**config.mk**
```make
export PLATFORM = sky130hd
export DESIGN_NAME = pvt_div
export DESIGN_NICKNAME = d
export VERILOG_FILES = /design/src/pvt_pkg.sv /design/src/pvt_div.sv
export SDC_FILE = /design/constraint.sdc
export NUM_CORES = 1
export LEC_CHECK = 0
export BUFFER_PORTS_ARGS = -buffer_cell sky130_fd_sc_hd__buf_2
export CAP_MARGIN = 20
export CORE_MARGIN = 2
export CORE_UTILIZATION = 51
export DETAILED_ROUTE_END_ITERATION = 10
export GPL_TIMING_DRIVEN = 0
export PLACE_DENSITY = 0.74
export SETUP_SLACK_MARGIN = 0.3
export SYNTH_ARGS = -nofsm -noshare
export SYNTH_HDL_FRONTEND = slang
export SYNTH_SLANG_ARGS = --single-unit
```
**constraint.sdc**
```tcl
create_clock -name clk -period 4.05 [get_ports clk]
set_input_delay 0.6075 -clock clk [delete_from_list [all_inputs] [get_ports clk]]
set_output_delay 0.6075 -clock clk [all_outputs]
set_load 0.01 [all_outputs]
```
**src/pvt_pkg.sv**
```systemverilog
// Shared types, constants and helper functions for the primitive vertex transform.
package pvt_pkg;

    localparam int FRAC = 16;
    localparam int EW   = 66;
    localparam int ACCW = 68;
    localparam int NUMW = 32 + FRAC;
    localparam int DCW  = $clog2(NUMW + 1);

    localparam logic [1:0] CMD_LOAD_PRI = 2'd0;
    localparam logic [1:0] CMD_LOAD_SEC = 2'd1;
    localparam logic [1:0] CMD_BEGIN    = 2'd2;
    localparam logic [1:0] CMD_VERTEX   = 2'd3;

    localparam logic [1:0] MODE_DEFAULT = 2'd0;
    localparam logic [1:0] MODE_XSPLIT  = 2'd1;
    localparam logic [1:0] MODE_ZSPLIT  = 2'd2;

    localparam logic signed [31:0] ONE_Q  = 32'sd1 <<< FRAC;
    localparam logic signed [31:0] HALF_Q = 32'sd1 <<< (FRAC - 1);

    localparam logic [EW-1:0] NORM_HI = EW'(64'd1 << 30);
    localparam logic [EW-1:0] NORM_LO = EW'(64'd1 << 29);

    typedef struct packed {
        logic            start;
        logic [NUMW-1:0] numer;
        logic [31:0]     denom;
    } div_req_t;

    typedef struct packed {
        logic busy;
        logic done;
    } div_stat_t;

    typedef struct packed {
        logic [3:0] a;
        logic [3:0] b;
        logic [3:0] c;
        logic [3:0] d;
    } cof_idx_t;

    // element indices of cofactor k: a*b - c*d
    function automatic cof_idx_t cof_idx(input logic [3:0] k);
        cof_idx_t r;
        case (k)
            4'd0:    r = '{4'd5,  4'd10, 4'd6,  4'd9};
            4'd1:    r = '{4'd6,  4'd8,  4'd4,  4'd10};
            4'd2:    r = '{4'd4,  4'd9,  4'd5,  4'd8};
            4'd3:    r = '{4'd9,  4'd2,  4'd10, 4'd1};
            4'd4:    r = '{4'd10, 4'd0,  4'd8,  4'd2};
            4'd5:    r = '{4'd8,  4'd1,  4'd9,  4'd0};
            4'd6:    r = '{4'd1,  4'd6,  4'd2,  4'd5};
            4'd7:    r = '{4'd2,  4'd4,  4'd0,  4'd6};
            4'd8:    r = '{4'd0,  4'd5,  4'd1,  4'd4};
            default: r = '{4'd0,  4'd0,  4'd0,  4'd0};
        endcase
        return r;
    endfunction

    function automatic logic signed [31:0] sat32(input logic signed [ACCW-1:0] v);
        logic signed [ACCW-1:0] hi;
        logic signed [ACCW-1:0] lo;
        hi = ACCW'(32'sh7fffffff);
        lo = ACCW'(32'sh80000000);
        if (v > hi)
            return 32'sh7fffffff;
        else if (v < lo)
            return 32'sh80000000;
        else
            return v[31:0];
    endfunction

    function automatic logic [EW-1:0] mag(input logic signed [EW-1:0] e);
        return e[EW-1] ? EW'(-e) : EW'(e);
    endfunction

    function automatic logic signed [31:0] scale_elem(input logic signed [EW-1:0] e,
                                                      input logic [6:0] dn,
                                                      input logic [6:0] up);
        logic [EW-1:0] m;
        logic [EW-1:0] s;
        m = mag(e);
        s = (m >> dn) << up;
        return e[EW-1] ? -$signed(s[31:0]) : $signed(s[31:0]);
    endfunction

endpackage

```
**src/pvt_div.sv**
```systemverilog
// Restoring divider, one quotient bit per cycle.
module pvt_div
(
    input  logic                     clk,
    input  logic                     rst_n,
    input  pvt_pkg::div_req_t        req,
    output logic [pvt_pkg::NUMW-1:0] quotient,
    output pvt_pkg::div_stat_t       stat
);

    logic [pvt_pkg::NUMW-1:0] num_reg;
    logic [31:0]              rem_reg;
    logic [31:0]              den_reg;
    logic [pvt_pkg::DCW-1:0]  cnt_reg;
    logic                     busy_reg;
    logic                     done_reg;

    logic [32:0] trial;
    logic        fits;

    assign trial = {rem_reg, num_reg[pvt_pkg::NUMW-1]};
    assign fits  = trial >= {1'b0, den_reg};

    always_ff @(posedge clk or negedge rst_n)
    begin
        if (!rst_n)
        begin
            num_reg  <= '0;
            rem_reg  <= '0;
            den_reg  <= '0;
            cnt_reg  <= '0;
            busy_reg <= 1'b0;
            done_reg <= 1'b0;
        end
        else
        begin
            done_reg <= 1'b0;
            if (req.start)
            begin
                num_reg  <= req.numer;
                den_reg  <= req.denom;
                rem_reg  <= '0;
                cnt_reg  <= pvt_pkg::DCW'(pvt_pkg::NUMW);
                busy_reg <= 1'b1;
            end
            else if (busy_reg)
            begin
                rem_reg <= fits ? 32'(trial - {1'b0, den_reg}) : trial[31:0];
                num_reg <= {num_reg[pvt_pkg::NUMW-2:0], fits};
                cnt_reg <= cnt_reg - 1'b1;
                if (cnt_reg == pvt_pkg::DCW'(1))
                begin
                    busy_reg <= 1'b0;
                    done_reg <= 1'b1;
                end
            end
        end
    end

    assign quotient  = num_reg;
    assign stat.busy = busy_reg;
    assign stat.done = done_reg;

endmodule

```
==> results of run 1 <==
==> layout make-up <==
class / count / area (µm²) / area share
multi-input combinational: 585 / 3710 / 0.428
clock buffer: 22 / 474 / 0.0547
sequential: 120 / 3000 / 0.346
buffer: 52 / 221 / 0.0256
inverter: 41 / 154 / 0.0178
tap: 180 / 225 / 0.0260
timing repair buffer: 132 / 689 / 0.0795
clock inverter: 10 / 190 / 0.0219
==> path summary, 6_finish.rpt <==
kind                       slack (ps)  depth (start not counted)      endpoint          from
max                               500                         13   rem_reg[26]  quotient[47]
min                               110                          1   den_reg[22]         rst_n
max reg2reg                       500                         13   rem_reg[26]  quotient[47]
min reg2reg                       520                          1    den_reg[0]    den_reg[0]
max in group asynchronous        3210                          2    rem_reg[2]         rst_n
min in group clk                  390                          3  quotient[15]       req[47]
==> per-layer routing <==
layer	wire [µm]	part of all wire
met4	431	0.024
met2	8180	0.45
met5	0	0
met1	8650	0.48
met3	849	0.047
==> cell usage in the layout (no fill, tap or decap), drive strengths merged, types with 11 or more instances in the layout <==
cell	count
mux2i	49
a21oi	33
clkbuf	57
inv	42
o21ai	94
buf	149
nand2	156
a311oi	27
nor2	53
dfrtp	120
xor2	11
a21o	19
xnor2	21
ha	34
==> logic make-up after synthesis <==
group / Yosys count / synth area share
multiplexers: 50 / 0.0708
flip-flops: 120 / 0.424
XOR/XNOR: 32 / 0.0395
adder cells (fa/ha/maj): 35 / 0.0628
AND/OR/NAND/NOR: 254 / 0.151
buffers and inverters: 93 / 0.0530
AO/OA/AOI/OAI: 214 / 0.199
==> power breakdown <==
group	internal (mW)	switching [mW]
sequential	1.42	0.174
combinational	1.03	1.47
clock	1.14	0.556
total	3.59	2.20
==> per-stage QoR <==
step                 util  hold slack, ps
global route        0.632             140
finish              0.632             110
global placement    0.581             504
CTS                 0.632             123
floorplan               -             312
detailed placement  0.583             511
==> critical path: cells and delay by family (launching register included) <==
kind / cells / cell delay (ps)
buf+inv: 1 / 60
simple gates: 2 / 330
xor+xnor: 1 / 200
compound gates: 7 / 1810
fa+ha+maj: 2 / 620
flops: 1 / 400
==> results, run 1 <==
- The core region is between 0.01 and 0.015 mm².
- Setup repair after global routing left no endpoint under its margin.
- The number of failing hold endpoints at the final stage came to 0.
- The pre-antenna-repair detailed-routing pass consisted of 4 iterations.
- The global-route track usage on met2 is 0.387.
- The setup skew after layout is between 7 and 8 ps.
- The number of clock buffers inserted by TritonCTS is 17.
- The number of routed nets with antenna violations is 0.
- The post-place setup slack is between 500 and 600 ps.
- The remaining max-slew budget at the tightest pin is 0.464.
- The register with the most flip-flops in the layout has 48 of them.
- In the global route stage, met1 resource usage came out at 0.369.
- Yosys printed 0 warnings.
- met2 is the most crowded layer.
- The setup-violating endpoint count in the final report is 0.
- The slew at the pin closest to its max-slew limit is roughly 800 ps.
- The critical path's slowest cell is o31ai_2.
- The via count of the first global-routing pass is ~6000.
- The max-cap check violation count is 0.
- The leakage power is between 4 and 5 nW.
- The met3 routing resource usage after global routing is 0.0412.
- After detailed routing, the average wire length per cell comes to 15.9 µm.
- For this design, the CTS-stage hold fixing added 0 buffers.
- STA classifies the critical path startpoint as a flop.
- In this run the worst path has a maximum fanout of 4.
- The buffer levels on the longest clock path is 2.
- The initial antenna violation count was 0.
- The cell total after placement is between 1000 and 1500.
- Yosys attributes the largest share of cell area to dfrtp_1 42%, nand2_1 8.3%, mux2i_1 6.9%.
- Once the clock tree was built, the resizer swapped 0 gates to a different size.
- The clock-pin slew on the worst setup and hold paths is 60 ps.
- In this run, the number of DRC markers left after iteration 0 of detailed routing was around 360.
- Counting every net in the synthesized netlist gives between 900 and 1000.
- The period utilization is 0.877.
- For this run, the register share of the synthesized area comes to 0.424.
- STA classifies the critical path endpoint as a flop.
- The area of placed instances is about 0.008 mm².
- The upper clock frequency limit is approximately 280 MHz.
- After synthesis, the share of flip-flops with an asynchronous set or reset is 1.00.
- Buffers placed on the I/O ports in this run total 131.
- The horizontal die dimension is about 120 µm.
- The layout cell share with drive strength beyond 1 is 0.192.
- The total overflow left after global routing is 0.
- The library cell with the highest instance count after synthesis is nand2_1.
- The ratio of total power to cell area is 669 mW/mm².
- The commonest cells after synthesis are 156 x nand2_1, 120 x dfrtp_1, 92 x o21ai_0, 53 x nor2_1, 49 x mux2i_1.
- The area of all placed cells without fillers is just under 0.009 mm².
- Counting I/O delays and the setup requirement, the final critical path takes roughly 3600 ps.
- The share of Yosys cell area claimed by the top area cell type is 0.424.
- The count of buffers added by post-CTS timing repair for setup is 0.
- Walking the worst path, the cells encountered are inv_1 > ha_1 > fa_1 > and2b_1 > o2111ai_1 > a21oi_2 > a31oi_4 > o21ai_2 > a311oi_2 > o31ai_2 > xor2_1 > nand2_1 > a311oi_1.
- The number of flip-flops and latches in the synthesized netlist is between 100 and 150.
- The signal arrival time at the worst endpoint is about 3900 ps.
- For this configuration, the core starts out at a cell density of 0.517.
- The number of sinks handled by clock tree synthesis is 120.
- Averaged over all synthesized cells, the footprint is about 9 µm².
- The clock root buffer master is clkbuf_16.
- At the end of routability-driven placement, the weighted congestion stood at about 0.92.
- The run finished with clean final reports.
- The largest total area in the synthesized netlist belongs to dfrtp_1.
- The largest single stage delay on the critical path is slightly above 500 ps.
- The final layout contains routed wiring with a total length of about 18000 µm.
- The total power is between 5 and 6 mW.
- By startpoint and endpoint, the worst setup path is classified as reg2reg.
- The final layout contains 1067 nets.
- In the global route stage, overall resource usage came out at 0.257.
- The count of placed standard cells in the final layout, fillers left out is ~1100.
- The total via count after detailed routing is between 6000 and 7000.
- The maximum ir drop on the vdd rail is between 0.3 and 0.4 mV.
- For this run, the leading register cell type out of synthesis is dfrtp_1.
- The wire-length estimate of the detail-placed layout is about 13000 µm.
- The worst path required time is 4360 ps.
- The number of filler instances in the final layout is between 1000 and 1500.
- The total number of H-tree levels is 4.
- During I/O placement, the number of pins put on the boundary was approximately 130.
- The largest net degree at the start of global routing is 75.
- After routing, the total negative slack on setup checks comes to 0 ps.
- The number of antenna diodes is 0.
- The height of the die is between 100 and 150 µm.
- The synthesized netlist cell count is 798.
- The initialized floorplan defines 43 standard-cell rows.
- The worst hold path belongs to the class in2async.
- The wire length of the first global-routing pass is ~30000 µm.
- Setup slack on the critical path of the routed design comes to between 400 and 500 ps.
- The number of enable flip-flop cells after synthesis is 0.
- In the routed layout, each cell is associated on average with a via count of between 5 and 6.
- Yosys mapped the design onto 56 distinct sky130hd cell types.
- For the worst-skew pair, the clock arrives at the later sink with an insertion delay of about 420 ps.
- Compared with the post-synthesis result, the final layout area differs by 22.3%.
- The max-slew violation count came to 0.
- The area of the mapped netlist is approximately 0.0071 mm².
- TritonCTS built the clock tree.
- The die covers ~0.015 mm².
- The count of unresolved DRC violations after routing is 0.
No activity file was read; power rests on OpenSTA's default activity.
==> run 2: changes to the inputs <==
--- a/config.mk
+++ b/config.mk
@@ -11,7 +11,7 @@
 export CORE_UTILIZATION = 51
 export DETAILED_ROUTE_END_ITERATION = 10
 export GPL_TIMING_DRIVEN = 0
-export PLACE_DENSITY = 0.74
+export PLACE_DENSITY = 0.77
 export SETUP_SLACK_MARGIN = 0.3
 export SYNTH_ARGS = -nofsm -noshare
 export SYNTH_HDL_FRONTEND = slang
==> constraint.sdc (replaced) <==
create_clock -name clk -period 3.05 [get_ports clk]
set_input_delay 0.4575 -clock clk [delete_from_list [all_inputs] [get_ports clk]]
set_output_delay 0.4575 -clock clk [all_outputs]
set_load 0.01 [all_outputs]
==> run 2 against run 1 <==
Compared with the run above:
- the flow now finishes with violations (negative setup slack)
- sequential power is 35% higher
- core utilization increased by 7.1 points
- sequential share of layout area decreased by 3.5 points
- die area stayed put
- power grew 66%
- flip-flop and latch count unchanged
- non-clock buffer count grew 41
- cell area increased by 11%
- routed wire length is 20% higher
- via count increased by 9.8%
- first-iteration DRC count rose by 71%
==> results, run 2 (synthesized netlist as in run 1, its figures left out) <==
- The run finished, with violations left.
- The checks that failed: negative setup slack.
- The initial antenna violation count is 0.
- STA puts the critical path data arrival time at around 3500 ps.
- The die area is around 0.015 mm².
- The tree built by TritonCTS fans out to 120 sinks.
- The clock tree from TritonCTS is done.
- The number of antenna diodes is 0.
- IR analysis of the VDD net gives a maximum drop of 0.525 mV.
- The total global routing track utilization is 0.280.
- The via density per instance is slightly below 6.
- For the pin with the worst max-slew slack, the measured transition is ~820 ps.
- Clock tree synthesis inserted a total of 17 buffers.
- STA classifies the critical path startpoint as a flop.
- The buffer levels on the longest clock path is 2.
- The clock root buffer master is clkbuf_16.
- Adding up every negative setup slack in the final design gives -477 ps.
- Measured against its own limit, the worst slew margin works out to 0.450.
- The estimated wirelength of the detail-placed design is about 13000 µm.
- The total length of routed wires is around 22000 µm.
- The layout net count is around 1100.
- The max-slew violation count is 0.
- The class of the tightest hold or removal check is in2async.
- The ratio of total power to cell area is approximately 1000 mW/mm².
- The count of unresolved DRC violations after routing is 0.
- Setup violations remaining at the end of the flow were counted as 6.
- The clock latency at the later pin of the worst-skew pair is about 430 ps.
- The initial core utilization is 0.517.
- Based on the critical path, the design can be clocked at up to about 310 MHz.
- The kind of end point of the critical path is a flop.
- Leaving out fill and tap cells, the most frequent cell in the layout is nand2_1.
- The tool flagged a number of max-cap violations equal to 0.
- The die is between 100 and 150 µm tall.
- The last weighted congestion value of the routability-driven placer is about 0.94.
- The layout cell share with drive strength beyond 1 is 0.299.
- From synthesis to final layout, the design area changed by 36.0%.
- The final critical delay including setup and external delays is 3190 ps.
- Clock-pin slew was measured on the worst setup and hold paths at 60 ps.
- Dividing the final minimum period by the clock period gives 1.05.
- Before CTS, the worst setup slack after placement is -315 ps.
- The wire length of the first global-routing pass is approximately 32000 µm.
- The kind of critical path is reg2reg.
- The number of failing hold endpoints at the final stage is 0.
- The top-level I/O count is between 100 and 150.
- In this run the number of H-tree levels came out at 4.
- The quantity of I/O buffers inserted on ports is about 130.
- Entering global routing, the biggest net connects between 60 and 70 pins.
- The count of standard-cell rows is 43.
- For this block, the initial DRC count from the detailed router was between 600 and 700.
- The largest fanout on the critical path is 3.
- The number of routed nets with antenna violations is 0.
- The horizontal die dimension is roughly 120 µm.
- The number of filler instances in the final layout is 994.
- The via count of the first global-routing pass is ~6500.
- For this block, the via count after detailed routing is 6908.
- In the final routed layout, each cell accounts on average for 18.4 µm.
- The minimum setup slack in the final design is -138 ps.
- The total area inside the core boundary comes to about 0.014 mm².
- The total power is a little under 10 mW.
- Setup repair after global routing could not meet its margin everywhere.
- The total overflow left after global routing is 0.
- The final core utilization is 0.703.
- In the layout the commonest cells are 144 x nand2_1, 130 x buf_2, 120 x dfrtp_1.
- The worst path required time is 3380 ps.
- The register with the most flip-flops in the layout has 48 of them.
- The setup skew after layout is just over 9 ps.
- In this run the static leakage power is roughly 5 nW.
- The cell total after placement is 1110.
- The count of placed standard cells in the final layout, fillers left out is 1183.
- The detailed-routing iteration count for the pre-antenna-repair pass is 5.
## run 2: cell types whose count changed in the layout (fill, tap and decap cells not counted), moves of 7 or more
| cell | change |
|---|---|
| nand2_4 | +7 |
| o21ai_0 | -8 |
| a21oi_1 | -9 |
| a311oi_1 | -18 |
| ha_1 | -8 |
| buf_6 | +12 |
| nand2_1 | -12 |
| a311oi_2 | +17 |
| a21oi_2 | +8 |
| buf_4 | +25 |
## run 2: final timing paths
path	start	end	slack (ps)	cells after the start
hold reg to reg	den_reg[27]	den_reg[27]	530	2
min in group clk	req[27]	den_reg[27]	240	3
max in group asynchronous	rst_n	den_reg[20]	2330	2
hold / removal	rst_n	quotient[33]	10	1
setup reg to reg	den_reg[0]	rem_reg[31]	-140	15
setup / recovery	den_reg[0]	rem_reg[31]	-140	15
## run 2: critical path, stage by stage, from the launching register on
cell and delay (ps):
dfrtp_1 410, ha_4 180, buf_4 130, buf_6 100, nand3b_1 230, a21oi_4 260
o41ai_4 120, a211oi_2 250, nor2_1 110, buf_4 150, buf_4 130, o211ai_1 250
o211ai_1 200, xnor2_1 220, nand2_1 90, a311oi_1 250
## run 2: layout make-up
| class | instances | area [µm²] | share of cell area |
|---|---|---|---|
| plain buffers | 52 | 295 | 0.0306 |
| clock buffers | 22 | 474 | 0.0492 |
| clock inverters | 10 | 166 | 0.0173 |
| inverters | 41 | 154 | 0.0160 |
| multi-input cells | 585 | 4190 | 0.435 |
| flip-flops and latches | 120 | 3000 | 0.311 |
| well taps | 180 | 225 | 0.0234 |
| repair buffers | 173 | 1130 | 0.117 |
## run 2: timing repair
action | 4_1_cts | 5_1_grt
setup buffers | 21 | 15
hold buffers | 0 | 0
pin swaps | 28 | 42
resized for setup | 59 | 76
gates cloned | 3 | 2
setup endpoints to repair | 33 | 33
## run 2: routing by layer
layer  track usage  vias up  wire length (µm)
met5             0        -                 0
met4         0.116        0               834
met3        0.0749       71              1770
met2         0.430      324             10300
met1         0.375     3337              8890
li1              -     3176                 -
## run 2: report_power, final
group	internal [mW]	switching (mW)	total, mW	leakage (nW)
sequential	1.89	0.271	2.16	1.50
clock	1.43	0.734	2.17	0.307
combinational	2.49	2.78	5.27	3.15
total	5.81	3.79	9.60	4.95
## run 2: metrics by stage
stage	hold WS [ps]	cell area, µm²
after CTS	22.2	9190
after global placement	507	7980
after floorplan	162	7100
after detailed placement	472	8010
after global routing	50.5	9640
final	9.53	9640
==> run 3: changes to the inputs <==
--- a/config.mk
+++ b/config.mk
@@ -8,10 +8,9 @@
 export BUFFER_PORTS_ARGS = -buffer_cell sky130_fd_sc_hd__buf_2
 export CAP_MARGIN = 20
 export CORE_MARGIN = 2
-export CORE_UTILIZATION = 51
+export CORE_UTILIZATION = 24
 export DETAILED_ROUTE_END_ITERATION = 10
 export GPL_TIMING_DRIVEN = 0
-export PLACE_DENSITY = 0.77
 export SETUP_SLACK_MARGIN = 0.3
 export SYNTH_ARGS = -nofsm -noshare
 export SYNTH_HDL_FRONTEND = slang
==> run 3 against run 2 <==
Compared with the run above:
- the flow still finishes with violations (negative setup slack)
- combinational power up 3%
- die area up 110%
- register-to-register slack better by 70 ps
- critical path depth unchanged
- clock power down 5%
- count of clock-buffer cells in the layout down 5
- sequential share of layout area down 1.1 points
- core utilization down 36 points
- non-clock buffer count up 5
- worst setup slack better by 72 ps
- first-iteration DRC count down 36%
- cell area up 3.6%
- critical path type unchanged
==> results, run 3 (synthesized netlist as in run 1, its figures left out) <==
- The library cell used most frequently in the layout, excluding fill and tap cells, is nand2_1.
- The horizontal die dimension is between 150 and 200 µm.
- For this configuration, the core starts out at a cell density of 0.246.
- Compared with the post-synthesis result, the final layout area differs by 41.0%.
- The worst setup path endpoint is rem_reg[24].
- The top-level I/O count is around 130.
- Setup repair after global routing could not meet its margin everywhere.
- The startpoint of the lowest-slack register-to-register path is quotient[47].
- The worst setup path is of the reg2reg kind.
- The setup slack on the worst flop-to-flop path is -70 ps.
- The total via count after detailed routing is about 6600.
- The worst register-to-register path ends at rem_reg[24].
- Of the total power, registers draw 0.227.
- Dividing total power by cell area gives a power density of 968 mW/mm².
- Before CTS, the worst setup slack after placement is -331 ps.
- After detailed routing, the number of remaining DRC violations is 0.
- VDD sags by at most ~0.52 mV.
- The layout cell share with drive strength beyond 1 is 0.313.
- The period utilization is 1.02.
- The count of nets left with antenna violations once routing finished came out at 0.
- Across every metal layer, demand over resource in global routing totals 0.145.
- The largest fanout on the critical path is 2.
- Clock tree synthesis selected as its root buffer the cell clkbuf_16.
- The combinational share of power is 0.559.
- The estimated wirelength of the detail-placed design is 15400 µm.
- Row generation in the floorplan step produced 62 rows.
- In the layout the commonest cells are 133 x nand2_1, 132 x buf_2, 119 x dfrtp_1.
- The count of placed standard cells in the final layout, fillers left out is approximately 1400.
- The minimum setup slack in the final design is -66.0 ps.
- The layout net count is ~1100.
- The max-cap check violation count is 0.
- The remaining global-route overflow is 0.
- At the worst endpoint, the required time is about 3400 ps.
- The H-tree was split into 4 levels.
- The clock latency at the later pin of the worst-skew pair is 430 ps.
- The count of cells along the worst register-to-register path is 15.
- The leakage power is slightly above 5 nW.
- The setup skew after layout is between 10 and 15 ps.
- The upper clock frequency limit is around 320 MHz.
- The register with the most flip-flops in the layout has 48 of them.
- The setup-violating endpoint count in the final report is 5.
- The internal portion of the total power is about 5.7 mW.
- The switching power is between 3 and 4 mW.
- The core box area is 0.0289 mm².
- The last weighted congestion value of the routability-driven placer is approximately 0.84.
- The final reports fail on negative setup slack.
- The number of clock buffers added by TritonCTS is 17.
- Once placement finished, the instance area stood at 0.00830 mm².
- The critical path starts at quotient[47].
- The first global-routing pass estimated 35500 µm of wire.
- The die covers between 0.03 and 0.04 mm².
- The via count of the first global-routing pass is approximately 6600.
- The max-slew violation count is 0.
- The detailed-routing iteration count for the pre-antenna-repair pass is 5.
- For the pin with the worst max-slew slack, the measured transition is between 800 and 900 ps.
- The final critical delay including setup and external delays is between 3000 and 4000 ps.
- The run finished, with violations left.
- The filler cells instantiated in the layout total between 2000 and 3000.
- The initial antenna violation count was 1.
- The remaining max-slew budget at the tightest pin is 0.435.
- Data on the critical path arrives at its endpoint at 3450 ps.
- The kind of end point of the critical path is a flop.
- The first routing iteration left approximately 390 violations.
- The net switching fraction of the power is 0.406.
- Dividing the detail-routed wire length by the instance count gives 16.7 µm.
- Input and output buffers added on the ports amount to 131.
- The clock tree from TritonCTS is done.
- The share of total power dissipated in the clock network is 0.214.
- From bottom edge to top edge, the die measures between 150 and 200 µm.
- The kind of start point of the critical path is a flop.
- The number of failing hold endpoints at the final stage was 0.
- The final-layout worst hold slack is around 9.5 ps.
- The buffer levels on the longest clock path is 2.
- The number of sinks handled by clock tree synthesis is 120.
- The clock-pin slew on the worst setup and hold paths is approximately 60 ps.
- The class of the tightest hold or removal check is in2async.
- The area of all placed cells without fillers is between 0.009 and 0.01 mm².
- The total length of routed wires is 23300 µm.
- The largest net degree at the start of global routing is 62.
- The via density per instance is ~4.8.
- Counting tap cells, the placed design contains a total of about 1300 instances.
run 3: cell count changes in the layout (fill, tap and decap cells not counted), sizes merged:
cell / change
clkinv: +2
bufinv: -2
buf: +5
inv: +5
diode: +1
clkbuf: -5
run 3: final cells by class:
| type | instances | area [µm²] | share of cell area |
|---|---|---|---|
| Clock inverter | 15 | 169 | 0.0169 |
| Sequential cell | 120 | 3000 | 0.301 |
| Buffer | 52 | 317 | 0.0317 |
| Antenna cell | 1 | 2.50 | 0.000250 |
| Timing Repair Buffer | 178 | 1170 | 0.117 |
| Tap cell | 384 | 480 | 0.0481 |
| Clock buffer | 17 | 425 | 0.0426 |
| Multi-Input combinational cell | 585 | 4270 | 0.427 |
| Inverter | 41 | 154 | 0.0154 |
run 3: per-layer routing:
layer | GRT usage | share of wire | vias to the layer above
met5 | 0 | 0 | -
met3 | 0.0247 | 0.047 | 46
met2 | 0.241 | 0.48 | 180
met1 | 0.188 | 0.44 | 3216
met4 | 0.0551 | 0.028 | 0
li1 | - | - | 3188
run 3: how the worst min path moves through the flow:
| stage | start | endpoint | slack, ps | cells after the start |
|---|---|---|---|---|
| detailed placement | rst_n | quotient[30] | 480 | 2 |
| global route | rst_n | quotient[30] | 30 | 2 |
| finish | rst_n | quotient[30] | 10 | 2 |
| CTS | rst_n | quotient[30] | 20 | 2 |
| global placement | den_reg[26] | den_reg[26] | 510 | 2 |
| floorplan | rst_n | busy_reg | 160 | 0 |
run 3: worst max-delay path: stages (launching register included):
cell and delay (ps):
dfrtp_1 380, inv_1 60, ha_2 180, fa_2 220, and2b_1 210, o2111ai_2 220
a21oi_2 120, buf_4 170, a221oi_4 250, o211ai_1 180, a221oi_2 400, buf_4 190
xnor2_2 60, nor2_1 110, a21oi_1 60, a211oi_1 220
run 3: stage by stage:
step | power [mW] | utilization | TNS [ps]
after floorplan | 4.60 | - | 0
after global routing | 10.2 | 0.346 | -790
after CTS | 8.62 | 0.328 | -8.68
final | 9.67 | 0.346 | -248
after global placement | 5.41 | 0.285 | -23820
after detailed placement | 5.46 | 0.288 | -7590
run 3: power groups by stage:
stage | sequential (mW) | clock (mW) | combinational (mW)
3_5_place_dp | 2.14 | 0 | 3.31
5_1_grt | 2.23 | 2.18 | 5.82
4_1_cts | 2.13 | 2.11 | 4.38
6_report | 2.19 | 2.07 | 5.41
2_1_floorplan | 2.11 | 0 | 2.49
3_3_place_gp | 2.14 | 0 | 3.27
run 3: repair_timing:
item,4_1_cts,5_1_grt
gates resized for setup,61,87
setup endpoints to repair,33,33
setup buffers,21,19
pin swaps,30,52
gates cloned,3,2
hold buffers,0,0
